### config.mk
export PLATFORM = sky130hd
export DESIGN_NAME = sha256_hash_core
export DESIGN_NICKNAME = d
export VERILOG_FILES = /design/src/hdl/sha256_pkg.sv /design/src/hdl/sha256_packer.sv /design/src/hdl/sha256_queue.sv /design/src/hdl/sha256_engine.sv /design/src/hdl/sha256_hash_core.sv
export SDC_FILE = /design/constraint.sdc
export NUM_CORES = 2
export LEC_CHECK = 0
export BUFFER_PORTS_ARGS = -buffer_cell sky130_fd_sc_hd__buf_4
export CAP_MARGIN = 10
export CORE_MARGIN = 2
export CORE_UTILIZATION = 30
export CTS_CLUSTER_DIAMETER = 200
export DETAILED_ROUTE_END_ITERATION = 8
export PLACE_DENSITY = 0.5
export SLEW_MARGIN = 20
export SYNTH_ARGS = -nofsm -noshare
export SYNTH_HDL_FRONTEND = slang
export SYNTH_HIERARCHICAL = 1
export SYNTH_MEMORY_MAX_BITS = 65536
export SYNTH_SLANG_ARGS = --single-unit
### constraint.sdc
create_clock -name clk -period 21.7 [get_ports clk]
set_clock_uncertainty 0.2 [all_clocks]
set_input_delay 1.085 -clock clk [delete_from_list [all_inputs] [get_ports clk]]
set_output_delay 1.085 -clock clk [all_outputs]
set_load 0.02 [all_outputs]
### src/hdl/sha256_pkg.sv
// Shared types, constants and round functions for the SHA-256 core.
package sha256_pkg;

  localparam int unsigned BlkWords = 16;
  localparam int unsigned Rounds   = 64;

  typedef logic [31:0] word_t;

  // One block handed from the packer to the compression engine.
  typedef struct packed {
    logic [BlkWords*32-1:0] words;     // word 0 in the top bits
    logic                   final_blk; // emit the digest after this block
  } blk_req_t;

  typedef enum logic [1:0] {
    ENG_IDLE,
    ENG_ROUND,
    ENG_ADD,
    ENG_EMIT
  } eng_state_t;

  function automatic word_t init_hash(input logic [2:0] i);
    word_t r;
    case (i)
      3'd0:    r = 32'h6a09e667;
      3'd1:    r = 32'hbb67ae85;
      3'd2:    r = 32'h3c6ef372;
      3'd3:    r = 32'ha54ff53a;
      3'd4:    r = 32'h510e527f;
      3'd5:    r = 32'h9b05688c;
      3'd6:    r = 32'h1f83d9ab;
      default: r = 32'h5be0cd19;
    endcase
    return r;
  endfunction

  function automatic word_t round_k(input logic [5:0] t);
    word_t r;
    case (t)
      6'd0:  r = 32'h428a2f98; 6'd1:  r = 32'h71374491; 6'd2:  r = 32'hb5c0fbcf;
      6'd3:  r = 32'he9b5dba5; 6'd4:  r = 32'h3956c25b; 6'd5:  r = 32'h59f111f1;
      6'd6:  r = 32'h923f82a4; 6'd7:  r = 32'hab1c5ed5; 6'd8:  r = 32'hd807aa98;
      6'd9:  r = 32'h12835b01; 6'd10: r = 32'h243185be; 6'd11: r = 32'h550c7dc3;
      6'd12: r = 32'h72be5d74; 6'd13: r = 32'h80deb1fe; 6'd14: r = 32'h9bdc06a7;
      6'd15: r = 32'hc19bf174; 6'd16: r = 32'he49b69c1; 6'd17: r = 32'hefbe4786;
      6'd18: r = 32'h0fc19dc6; 6'd19: r = 32'h240ca1cc; 6'd20: r = 32'h2de92c6f;
      6'd21: r = 32'h4a7484aa; 6'd22: r = 32'h5cb0a9dc; 6'd23: r = 32'h76f988da;
      6'd24: r = 32'h983e5152; 6'd25: r = 32'ha831c66d; 6'd26: r = 32'hb00327c8;
      6'd27: r = 32'hbf597fc7; 6'd28: r = 32'hc6e00bf3; 6'd29: r = 32'hd5a79147;
      6'd30: r = 32'h06ca6351; 6'd31: r = 32'h14292967; 6'd32: r = 32'h27b70a85;
      6'd33: r = 32'h2e1b2138; 6'd34: r = 32'h4d2c6dfc; 6'd35: r = 32'h53380d13;
      6'd36: r = 32'h650a7354; 6'd37: r = 32'h766a0abb; 6'd38: r = 32'h81c2c92e;
      6'd39: r = 32'h92722c85; 6'd40: r = 32'ha2bfe8a1; 6'd41: r = 32'ha81a664b;
      6'd42: r = 32'hc24b8b70; 6'd43: r = 32'hc76c51a3; 6'd44: r = 32'hd192e819;
      6'd45: r = 32'hd6990624; 6'd46: r = 32'hf40e3585; 6'd47: r = 32'h106aa070;
      6'd48: r = 32'h19a4c116; 6'd49: r = 32'h1e376c08; 6'd50: r = 32'h2748774c;
      6'd51: r = 32'h34b0bcb5; 6'd52: r = 32'h391c0cb3; 6'd53: r = 32'h4ed8aa4a;
      6'd54: r = 32'h5b9cca4f; 6'd55: r = 32'h682e6ff3; 6'd56: r = 32'h748f82ee;
      6'd57: r = 32'h78a5636f; 6'd58: r = 32'h84c87814; 6'd59: r = 32'h8cc70208;
      6'd60: r = 32'h90befffa; 6'd61: r = 32'ha4506ceb; 6'd62: r = 32'hbef9a3f7;
      default: r = 32'hc67178f2;
    endcase
    return r;
  endfunction

  function automatic word_t rotr(input word_t v, input int unsigned k);
    return (v >> k) | (v << (32 - k));
  endfunction

endpackage

### src/hdl/sha256_packer.sv
// Front end: packs bytes into blocks and builds the padding blocks.
module sha256_packer (
  input  logic                 clk,
  input  logic                 rst,
  input  logic                 valid,
  output logic                 stall,
  input  logic [7:0]           msg_byte,
  input  logic                 no_byte,
  input  logic                 msg_last,
  output logic                 blk_valid,
  input  logic                 blk_stall,
  output sha256_pkg::blk_req_t blk
);
  import sha256_pkg::*;

  // Block buffer; bytes are placed at count[5:0].
  logic [7:0]  buf_bytes [64];
  logic [60:0] count;
  // Pending padding work after a message end
  logic        pad_pend;   // still have padding blocks to send
  logic        pad_two;    // first of two padding blocks
  logic [60:0] pad_len;
  logic [5:0]  pad_pos;    // position of the 0x80 marker
  logic        full_pend;  // a full data block waits to be sent
  logic        pad_act;    // padding block is the one on offer

  logic        acc;
  logic        has_byte;
  logic [5:0]  pos;
  logic        blk_fire;

  assign has_byte = !no_byte;
  assign pos      = count[5:0];
  assign stall    = full_pend || pad_pend;
  assign acc      = valid && !stall;
  assign blk_valid = full_pend || pad_pend;
  assign blk_fire = blk_valid && !blk_stall;
  // a full data block always goes out ahead of the padding
  assign pad_act  = pad_pend && !full_pend;

  // Build outgoing block from the buffer plus padding rules.
  always_comb begin
    logic [63:0] bits;
    logic [7:0]  b;
    bits = {pad_len, 3'b000};
    blk.final_blk = pad_act && !pad_two;
    for (int i = 0; i < 64; i++) begin
      if (!pad_act) begin
        b = buf_bytes[i];
      end else if (pad_two || pad_pos < 6'd56) begin
        // block holding the marker
        if (6'(i) < pad_pos) b = buf_bytes[i];
        else if (6'(i) == pad_pos) b = 8'h80;
        else b = 8'h00;
        if (!pad_two && i >= 56) b = bits[(63 - i) * 8 +: 8];
      end else begin
        b = 8'h00;
      end
      if (pad_act && !pad_two && pad_pos >= 6'd56 && i >= 56) b = bits[(63 - i) * 8 +: 8];
      blk.words[(63 - i) * 8 +: 8] = b;
    end
  end

  always_ff @(posedge clk) begin
    if (acc && has_byte) buf_bytes[pos] <= msg_byte;
  end

  always_ff @(posedge clk) begin
    if (rst) begin
      count     <= '0;
      pad_pend  <= 1'b0;
      pad_two   <= 1'b0;
      full_pend <= 1'b0;
    end else begin
      if (acc) begin
        logic [60:0] cnt_n;
        cnt_n = has_byte ? count + 61'd1 : count;
        if (has_byte && pos == 6'd63) full_pend <= 1'b1;
        if (msg_last) begin
          pad_pend <= 1'b1;
          pad_len  <= cnt_n;
          pad_pos  <= cnt_n[5:0];
          pad_two  <= (cnt_n[5:0] >= 6'd56);
          count    <= '0;
        end else begin
          count <= cnt_n;
        end
      end
      if (blk_fire) begin
        if (full_pend) full_pend <= 1'b0;
        else if (pad_two) pad_two <= 1'b0;
        else pad_pend <= 1'b0;
      end
    end
  end

  // The final block never fires while a full data block is still pending
  assert property (@(posedge clk) disable iff (rst) blk_fire && blk.final_blk |-> !full_pend)
    else $error("final block issued ahead of data block");
  assert property (@(posedge clk) disable iff (rst) pad_two |-> pad_pend)
    else $error("two-block pad flag without pending pad");
  assert property (@(posedge clk) disable iff (rst) acc |-> !blk_valid)
    else $error("accepted byte while block pending");
endmodule

### src/hdl/sha256_queue.sv
// Two-entry queue carrying blocks from the packer to the engine.
module sha256_queue (
  input  logic                 clk,
  input  logic                 rst,
  input  logic                 in_valid,
  output logic                 in_stall,
  input  sha256_pkg::blk_req_t in_data,
  output logic                 out_valid,
  input  logic                 out_stall,
  output sha256_pkg::blk_req_t out_data
);
  import sha256_pkg::*;

  blk_req_t   mem [2];
  logic       wr_ptr, rd_ptr;
  logic [1:0] fill;
  logic       push, pop;

  assign in_stall  = (fill == 2'd2);
  assign out_valid = (fill != 2'd0);
  assign out_data  = mem[rd_ptr];
  assign push = in_valid && !in_stall;
  assign pop  = out_valid && !out_stall;

  always_ff @(posedge clk) begin
    if (push) mem[wr_ptr] <= in_data;
  end

  always_ff @(posedge clk) begin
    if (rst) begin
      wr_ptr <= 1'b0;
      rd_ptr <= 1'b0;
      fill   <= '0;
    end else begin
      if (push) wr_ptr <= !wr_ptr;
      if (pop)  rd_ptr <= !rd_ptr;
      fill <= fill + 2'(push) - 2'(pop);
    end
  end

  assert property (@(posedge clk) disable iff (rst) fill <= 2'd2)
    else $error("queue overfill");
  assert property (@(posedge clk) disable iff (rst) push && !pop |=> fill != 2'd0)
    else $error("queue lost entry");
  assert property (@(posedge clk) disable iff (rst)
    (fill == 2'd0 || fill == 2'd2) |-> wr_ptr == rd_ptr)
    else $error("queue pointer mismatch");
endmodule

### src/hdl/sha256_engine.sv
// Back end: 64-round compression, one round per cycle, and digest output.
module sha256_engine (
  input  logic                 clk,
  input  logic                 rst,
  input  logic                 blk_valid,
  output logic                 blk_stall,
  input  sha256_pkg::blk_req_t blk,
  output logic                 valid,
  input  logic                 stall,
  output logic [31:0]          digest_word,
  output logic [2:0]           word_index,
  output logic                 digest_last
);
  import sha256_pkg::*;

  eng_state_t state, state_next;
  word_t      h    [8];
  word_t      wv   [8];
  word_t      win  [16];
  logic [5:0] rnd;
  logic [2:0] idx;
  logic       fin;
  logic       take;
  word_t      wt, x15, x2, s0, s1, t1, t2, wnew;

  assign take = (state == ENG_IDLE) && blk_valid;

  always_comb begin
    state_next = state;
    case (state)
      ENG_IDLE:  if (blk_valid) state_next = ENG_ROUND;
      ENG_ROUND: if (rnd == 6'd63) state_next = ENG_ADD;
      ENG_ADD:   state_next = fin ? ENG_EMIT : ENG_IDLE;
      ENG_EMIT:  if (!stall && idx == 3'd7) state_next = ENG_IDLE;
      default:   state_next = ENG_IDLE;
    endcase
  end

  always_comb begin
    blk_stall   = (state != ENG_IDLE);
    valid       = (state == ENG_EMIT);
    digest_word = h[idx];
    word_index  = idx;
    digest_last = (idx == 3'd7);
  end

  // Window kept as shift line: win[0] is W[t].
  always_comb begin
    x15  = win[1];
    x2   = win[14];
    s0   = rotr(x15, 7) ^ rotr(x15, 18) ^ (x15 >> 3);
    s1   = rotr(x2, 17) ^ rotr(x2, 19) ^ (x2 >> 10);
    wnew = win[0] + s0 + win[9] + s1;
    wt   = win[0];
    t1 = wv[7] + (rotr(wv[4], 6) ^ rotr(wv[4], 11) ^ rotr(wv[4], 25))
       + ((wv[4] & wv[5]) ^ (~wv[4] & wv[6])) + round_k(rnd) + wt;
    t2 = (rotr(wv[0], 2) ^ rotr(wv[0], 13) ^ rotr(wv[0], 22))
       + ((wv[0] & wv[1]) ^ (wv[0] & wv[2]) ^ (wv[1] & wv[2]));
  end

  always_ff @(posedge clk) begin
    if (take) begin
      for (int i = 0; i < 16; i++) win[i] <= blk.words[(15 - i) * 32 +: 32];
      for (int i = 0; i < 8; i++) wv[i] <= h[i];
    end else if (state == ENG_ROUND) begin
      for (int i = 0; i < 15; i++) win[i] <= win[i + 1];
      win[15] <= wnew;
      wv[7] <= wv[6]; wv[6] <= wv[5]; wv[5] <= wv[4]; wv[4] <= wv[3] + t1;
      wv[3] <= wv[2]; wv[2] <= wv[1]; wv[1] <= wv[0]; wv[0] <= t1 + t2;
    end
  end

  always_ff @(posedge clk) begin
    if (rst) begin
      state <= ENG_IDLE;
      rnd   <= '0;
      idx   <= '0;
      fin   <= 1'b0;
      for (int i = 0; i < 8; i++) h[i] <= init_hash(3'(i));
    end else begin
      state <= state_next;
      if (take) begin
        fin <= blk.final_blk;
        rnd <= '0;
      end
      if (state == ENG_ROUND) rnd <= rnd + 6'd1;
      if (state == ENG_ADD) begin
        for (int i = 0; i < 8; i++) h[i] <= h[i] + wv[i];
        idx <= '0;
      end
      if (state == ENG_EMIT && !stall) begin
        idx <= idx + 3'd1;
        if (idx == 3'd7)
          for (int i = 0; i < 8; i++) h[i] <= init_hash(3'(i));
      end
    end
  end

  assert property (@(posedge clk) disable iff (rst) state == ENG_ROUND && rnd == 6'd63 |=> state == ENG_ADD)
    else $error("round count overrun");
  assert property (@(posedge clk) disable iff (rst) valid && stall |=> valid && $stable(idx))
    else $error("digest word dropped under stall");
  assert property (@(posedge clk) disable iff (rst) state == ENG_ADD && !fin |=> !valid)
    else $error("digest emitted for non-final block");
endmodule

### src/hdl/sha256_hash_core.sv
// SHA-256 core top level: byte packer, block queue and compression engine.
//
// Input channel: one request per cycle carries msg_byte, or none when
// no_byte is set; msg_last closes the message after that request.
// Output channel: on each message end the core sends eight requests,
// digest_word with word_index 0..7, digest_last on word 7.
// Bytes are taken at one per cycle while the packer buffer fills; a full
// block is handed to a two-entry queue, and input is stalled until the
// queue takes it. The engine runs one round per cycle; each block passes
// through load, 64 rounds and the final add, so the sustained rate is set
// by the round loop at roughly one byte per cycle for long messages.
// After msg_last the packer issues one or two padding blocks; the first
// digest word appears once the last block has passed through its rounds
// and the final add. A stall on the output holds the current word; the
// engine and then the queue and input back up behind it.
// Reset clears counts and loads the initial hash; no clearing pass.
module sha256_hash_core (
  input  logic        clk,
  input  logic        rst,
  input  logic        in_valid,
  output logic        in_stall,
  input  logic [7:0]  msg_byte,
  input  logic        no_byte,
  input  logic        msg_last,
  output logic        out_valid,
  input  logic        out_stall,
  output logic [31:0] digest_word,
  output logic [2:0]  word_index,
  output logic        digest_last
);
  import sha256_pkg::*;

  logic     pk_valid, pk_stall, q_valid, q_stall;
  blk_req_t pk_blk, q_blk;

  sha256_packer u_packer (
    .clk, .rst, .valid(in_valid), .stall(in_stall),
    .msg_byte, .no_byte, .msg_last,
    .blk_valid(pk_valid), .blk_stall(pk_stall), .blk(pk_blk)
  );

  sha256_queue u_queue (
    .clk, .rst, .in_valid(pk_valid), .in_stall(pk_stall), .in_data(pk_blk),
    .out_valid(q_valid), .out_stall(q_stall), .out_data(q_blk)
  );

  sha256_engine u_engine (
    .clk, .rst, .blk_valid(q_valid), .blk_stall(q_stall), .blk(q_blk),
    .valid(out_valid), .stall(out_stall),
    .digest_word, .word_index, .digest_last
  );
endmodule

Yosys cells after proc, flatten, opt, wreduce, memory -nomap -nowiden
Memory sizes are Yosys's and may differ from the RTL's. A register that Yosys moved wholly into a read port is not among the register bits.
Index checks and enable logic that the tools add are counted.
{"block": "totals", "elab_cells": 673, "memories": 6, "register_bits": 147, "romBits": 2048, "mem_bits_rw": 2562, "inputBits": 14}
{"name": "(no name shown)", "words": 64, "word_bits": 32, "rd": 1, "rd_clocked_by_memory_dff": 1, "write_ports": 0, "line_no": "sha256_pkg.sv:39", "text": "case (t)"}
{"name": "u_queue.mem", "words": 2, "word_bits": 513, "rd": 1, "rd_clocked_by_memory_dff": 1, "write_ports": 1, "line_no": "sha256_queue.sv:14", "text": "blk_req_t mem [2];"}
{"name": "u_engine.win", "words": 16, "word_bits": 32, "rd": 16, "rd_clocked_by_memory_dff": 0, "write_ports": 16, "line_no": "sha256_engine.sv:19", "text": "word_t win [16];"}
{"name": "u_packer.buf_bytes", "words": 64, "word_bits": 8, "rd": 64, "rd_clocked_by_memory_dff": 0, "write_ports": 1, "line_no": "sha256_packer.sv:17", "text": "logic [7:0] buf_bytes [64];"}
{"name": "u_engine.h", "words": 8, "word_bits": 32, "rd": 9, "rd_clocked_by_memory_dff": 1, "write_ports": 8, "line_no": "sha256_engine.sv:17", "text": "word_t h [8];"}
{"name": "u_engine.wv", "words": 8, "word_bits": 32, "rd": 8, "rd_clocked_by_memory_dff": 0, "write_ports": 8, "line_no": "sha256_engine.sv:18", "text": "word_t wv [8];"}
{"block": "classes", "addsub": 23, "n_reduce_logical": 30, "muxes": 393, "bitwise_logic": 68, "eq_ne": 73, "order_cmp": 67}
{"operator": "2-to-1 mux 32 bit", "count": 72}
{"operator": "2-to-1 mux 8 bit", "count": 272}
{"operator": "adder 32 bit", "count": 18}
{"operator": "XOR 32 bit", "count": 9}
{"operator": "== test 6 bit, first input constant", "count": 32}
{"operator": "less-than comparator 6 bit, first input constant", "count": 32}
{"operator": "bitwise AND 32 bit", "count": 5}
{"operator": "2-to-1 mux 61 bit", "count": 2}
{"operator": "== test 5 x 6 -> 1 bit, first input constant", "count": 16}
{"operator": "less-than comparator 5 x 6 -> 1 bit, first input constant", "count": 16}
{"operator": "adder 61 x 1 -> 61 bit, second input constant", "count": 1}
{"operator": "== test 4 x 6 -> 1 bit, first input constant", "count": 8}
{"operator": "less-than comparator 4 x 6 -> 1 bit, first input constant", "count": 8}
{"operator": "OR 1 bit", "count": 40}
{"operator": "2-to-1 mux 1 bit", "count": 34}
{"operator": "inverter 32 bit", "count": 1}
{"operator": "OR 10 x 32 -> 32 bit", "count": 1}
{"operator": "OR 13 x 32 -> 32 bit", "count": 1}
{"operator": "OR 14 x 32 -> 32 bit", "count": 1}
{"operator": "OR 15 x 32 -> 32 bit", "count": 1}
{"operator": "OR 19 x 32 -> 32 bit", "count": 1}
{"operator": "OR 21 x 32 -> 32 bit", "count": 1}
{"operator": "OR 25 x 32 -> 32 bit", "count": 1}
{"operator": "OR 26 x 32 -> 32 bit", "count": 1}
{"operator": "33 further kinds", "count": 80}

Depth between registers and ports, before layout
An unclocked memory read counts as a cell.
{"block": "logic_depth", "ltp_word": 10, "ltp_mapped": 31}

Modules after synthesis
Netlist, hierarchy kept.
{"mod": "sha256_engine", "cells_each": 7922, "area_each_um2": 72291.8, "seq_area_each_um2": 30409.2, "instances": 1}
{"mod": "sha256_queue", "cells_each": 1624, "area_each_um2": 39316.5, "seq_area_each_um2": 30909.6, "instances": 1}
{"mod": "sha256_packer", "cells_each": 2130, "area_each_um2": 26955.9, "seq_area_each_um2": 18487.7, "instances": 1}

Least setup slack after synthesis
OpenSTA, ideal clock, no wires.
{"block": "synth_path", "path_type": "register to register", "startpoint": "register u_queue.fill[1]", "endpoint": "memory u_engine/win[0][0] (netlist name) (enable)", "t_required_ns": 20.395, "arrival_ns": 15.325, "synth_period_minus_slack_ns": 16.630, "setup_slack_ns": 5.070, "stages_incl_launch_ff": 5, "cell_sequence": "dfxtp_1 nor2_1 inv_1 o21bai_1 inv_1"}
{"item": "from (decl)", "line_no": "sha256_queue.sv:16", "text": "logic [1:0] fill;"}
{"item": "from (signal assigned)", "line_no": "sha256_queue.sv:37", "text": "fill <= fill + 2'(push) - 2'(pop);"}
{"item": "to (decl)", "line_no": "sha256_engine.sv:19"}

==> flow_summary.json <==
{
  "clockRootBuffer": "clkbuf_16",
  "endpoint": "u_engine/wv[0][31]",
  "cp.arrival_ns": 9.14,
  "tightest_slew_ns": 1.163,
  "syn-num-nets": 12280,
  "cts.sinks": 2739,
  "postSynthAreaPerCell_sq_um": 11.87,
  "postSynth.asyncResetShare_pct": 0,
  "cp-end-kind": "register",
  "drtPass1Iterations": 5,
  "fillCellCount": 45850,
  "finalNetCount": 12240,
  "ioPinCount": 52,
  "cp.depth": 29,
  "synth_area_sq_um": 138600,
  "synth_top_cell_by_area": "edfxtp_1",
  "r2r_end": "u_engine/wv[0][31]",
  "synth_cells": 11680,
  "io_buffers": 51,
  "fmax_mhz": 114.9,
  "drv_cap": 0,
  "area_growth_pct": 12.12,
  "drive_gt1_share_pct": 11.45,
  "fin_tns_setup_ns": 0,
  "ant_nets": 0,
  "cp.buffers_inverters": 1,
  "cp_data_required_time_ns": 22.14,
  "wirelength_microns": 440000,
  "dieArea_sq_um": 467300,
  "num_rows": 249,
  "cts_resized": 0,
  "via_per_inst": 5.008,
  "critical-path-max-stage-delay_ns": 0.60,
  "tritoncts": "yes",
  "cts_setup_buffers": 0,
  "antenna_found_initial": 31,
  "start_kind": "register",
  "grt_max_degree": 134,
  "wl_per_cell_microns": 24.38,
  "hold_viol_final": 0,
  "htree_levels": 5,
  "dr_total_vias": 90370,
  "die_height_microns": 683.6,
  "fin_area_sq_um": 155400,
  "die_x_microns": 683.6,
  "initial_core_util_pct": 30.13,
  "reg2reg_slack_ns": 13.00,
  "final_cell_mix": "2,608 x nand2_1, 2,495 x edfxtp_1, 505 x a21oi_1",
  "path_max_fanout": 6,
  "grt_setup_unrepaired": "no",
  "cts_hold_buf": 0,
  "place_hpwl_microns": 304600,
  "synth.top_cell.area_share_pct": 54.07,
  "period_minus_slack_ns": 8.704,
  "crit_family": "compound AO/OA/AOI/OAI gates",
  "place_congestion": 0.9112,
  "coreArea_sq_um": 459800,
  "drt_iter0_markers": 8542,
  "clk_pin_slew_ns": 0.06,
  "grt_pass1_vias": 87310,
  "grt_usage_pct": 18.22,
  "r2r_cells": 29,
  "layout_commonest_cell": "nand2_1",
  "synth-seq-cells": 2739,
  "finalWorstSetupSlack_ns": 13.00,
  "drc_errors": 0,
  "placed_cell_area_sq_um": 145400,
  "cts_made_buffers": 311,
  "startpoint": "u_engine/wv[0][154]",
  "seq_area_frac_synth_pct": 57.60,
  "min_path_type": "input pin to register",
  "crit_slowest_cell": "edfxtp_1",
  "yosysWarnings": 6,
  "crit_type": "register to register",
  "finalSetupViolations": 0,
  "grt-ovfl-total": 0,
  "synth.area.top_cells": "edfxtp_1 54%, nand2_1 7.1%, mux2_4 5.1%",
  "clock_latency_ns": 0.99,
  "synth-main-ff-cell": "edfxtp_1",
  "synth_edf_count": 2495,
  "yosysUniqueCellTypes": 105,
  "pre_cts_slack_ns": 13.01,
  "multi_input_area_sq_um": 54600,
  "timing.final.crit_share_pct": 40.11,
  "grt_pass1_wl_microns": 632900,
  "slew_violations": 0,
  "area.sequential_sq_um": 79820,
  "clock_path_buffers": 4,
  "status": "finished, final reports clean",
  "r2r_start": "u_engine/wv[0][154]",
  "worst_slew_margin_rel_pct": 22.11
}
[metrics by stage]
stage	util, %	hold WS [ns]	instances
floorplan	-	0.2469	11680
global placement	31.63	0.2756	17480
detailed placement	31.63	0.2767	17480
CTS	33.77	0.1173	18040
global route	33.78	0.1446	18040
finish	33.78	0.1971	18050
[cells in the mapped netlist, types with 31 or more instances]
cell type  instances
a211oi_1          72
a21o_1           151
a21oi_1          512
a22o_1            40
a31oi_1           78
and2_1           344
and3_1            52
buf_1             49
buf_8             31
clkbuf_1         438
dfxtp_1          244
edfxtp_1        2495
fa_1             195
ha_1             394
inv_1            438
mux2_2           105
mux2_4           470
mux4_2            64
nand2_1         2609
nand2b_1          73
nand3_1          122
nand4_1           63
nor2_1           497
nor2b_1          126
nor3_1           133
nor4_1            31
o211ai_1          81
o21a_1            70
o21ai_0          304
o21ai_1          170
o21bai_1          45
o31ai_1           41
or3_1             52
xnor2_1          381
xor2_1           230
[worst reg2reg max path, delay by kind of cell (launching register included)]
family | cells | cell delay, ns
XOR/XNOR | 4 | 1.10
buffers and inverters | 1 | 0.04
AO/OA/AOI/OAI | 16 | 3.37
AND/OR/NAND/NOR | 1 | 0.11
adder cells (fa/ha/maj) | 7 | 3.01
flip-flops | 1 | 0.60
[metal layers]
metal | wire length [microns] | part of all wire, % | GRT usage [%] | up-vias
met5 | 42 | 0.0095 | 0 | -
met4 | 13390 | 3.0 | 5.152 | 6
met3 | 24280 | 5.5 | 2.068 | 581
met2 | 207100 | 47 | 30.16 | 2827
met1 | 195200 | 44 | 25.20 | 45360
li1 | - | - | - | 41600
[worst min-delay path by stage]
stage               cells past startpoint               start                         to  slack, ns
floorplan                               1   u_engine/h[7][31]          u_engine/h[7][31]       0.25
global placement                        2      u_queue/wr_ptr             u_queue/wr_ptr       0.28
detailed placement                      1  u_packer/count[51]         u_packer/count[51]       0.28
CTS                                     1         msg_byte[1]  u_packer/buf_bytes[21][1]       0.12
global route                            1         msg_byte[1]  u_packer/buf_bytes[21][1]       0.14
finish                                  1         msg_byte[1]  u_packer/buf_bytes[21][1]       0.20
[area by class of cell]
cell class / count / area share, %
inverters: 447 / 1.091
multi-input cells: 7928 / 35.15
repair buffers: 214 / 1.074
flip-flops and latches: 2739 / 51.38
diodes: 6 / 0.009665
clock buffers: 410 / 5.342
clock inverters: 152 / 1.004
well taps: 6149 / 4.952
[flip-flops by register name, indices dropped and copies added, names as in the netlist, named ones only]
signal,flops
u_queue/mem,1026
u_engine/win,512
u_packer/buf_bytes,512
u_engine/h,256
u_engine/wv,256
u_packer/count,61
u_packer/pad_len,61
u_engine/rnd,6
u_engine/word_index,3
u_engine/state,2
u_queue/fill,2
u_engine/fin,1
u_packer/full_pend,1
u_packer/pad_pend,1
u_packer/pad_two,1
u_queue/rd_ptr,1
u_queue/wr_ptr,1
[kinds of logic after synthesis]
| logic type | count (synthesis) | synth area share (%) |
|---|---|---|
| flops | 2739 | 57.60 |
| fa+ha+maj | 619 | 6.592 |
| mux | 659 | 7.133 |
| xor+xnor | 613 | 3.895 |
| compound gates | 1831 | 8.382 |
| simple gates | 4206 | 13.27 |
| buf+inv | 1009 | 3.131 |
Power is not shown: default switching activity piles up to over one toggle a cycle in this logic, so the estimate is an artifact.
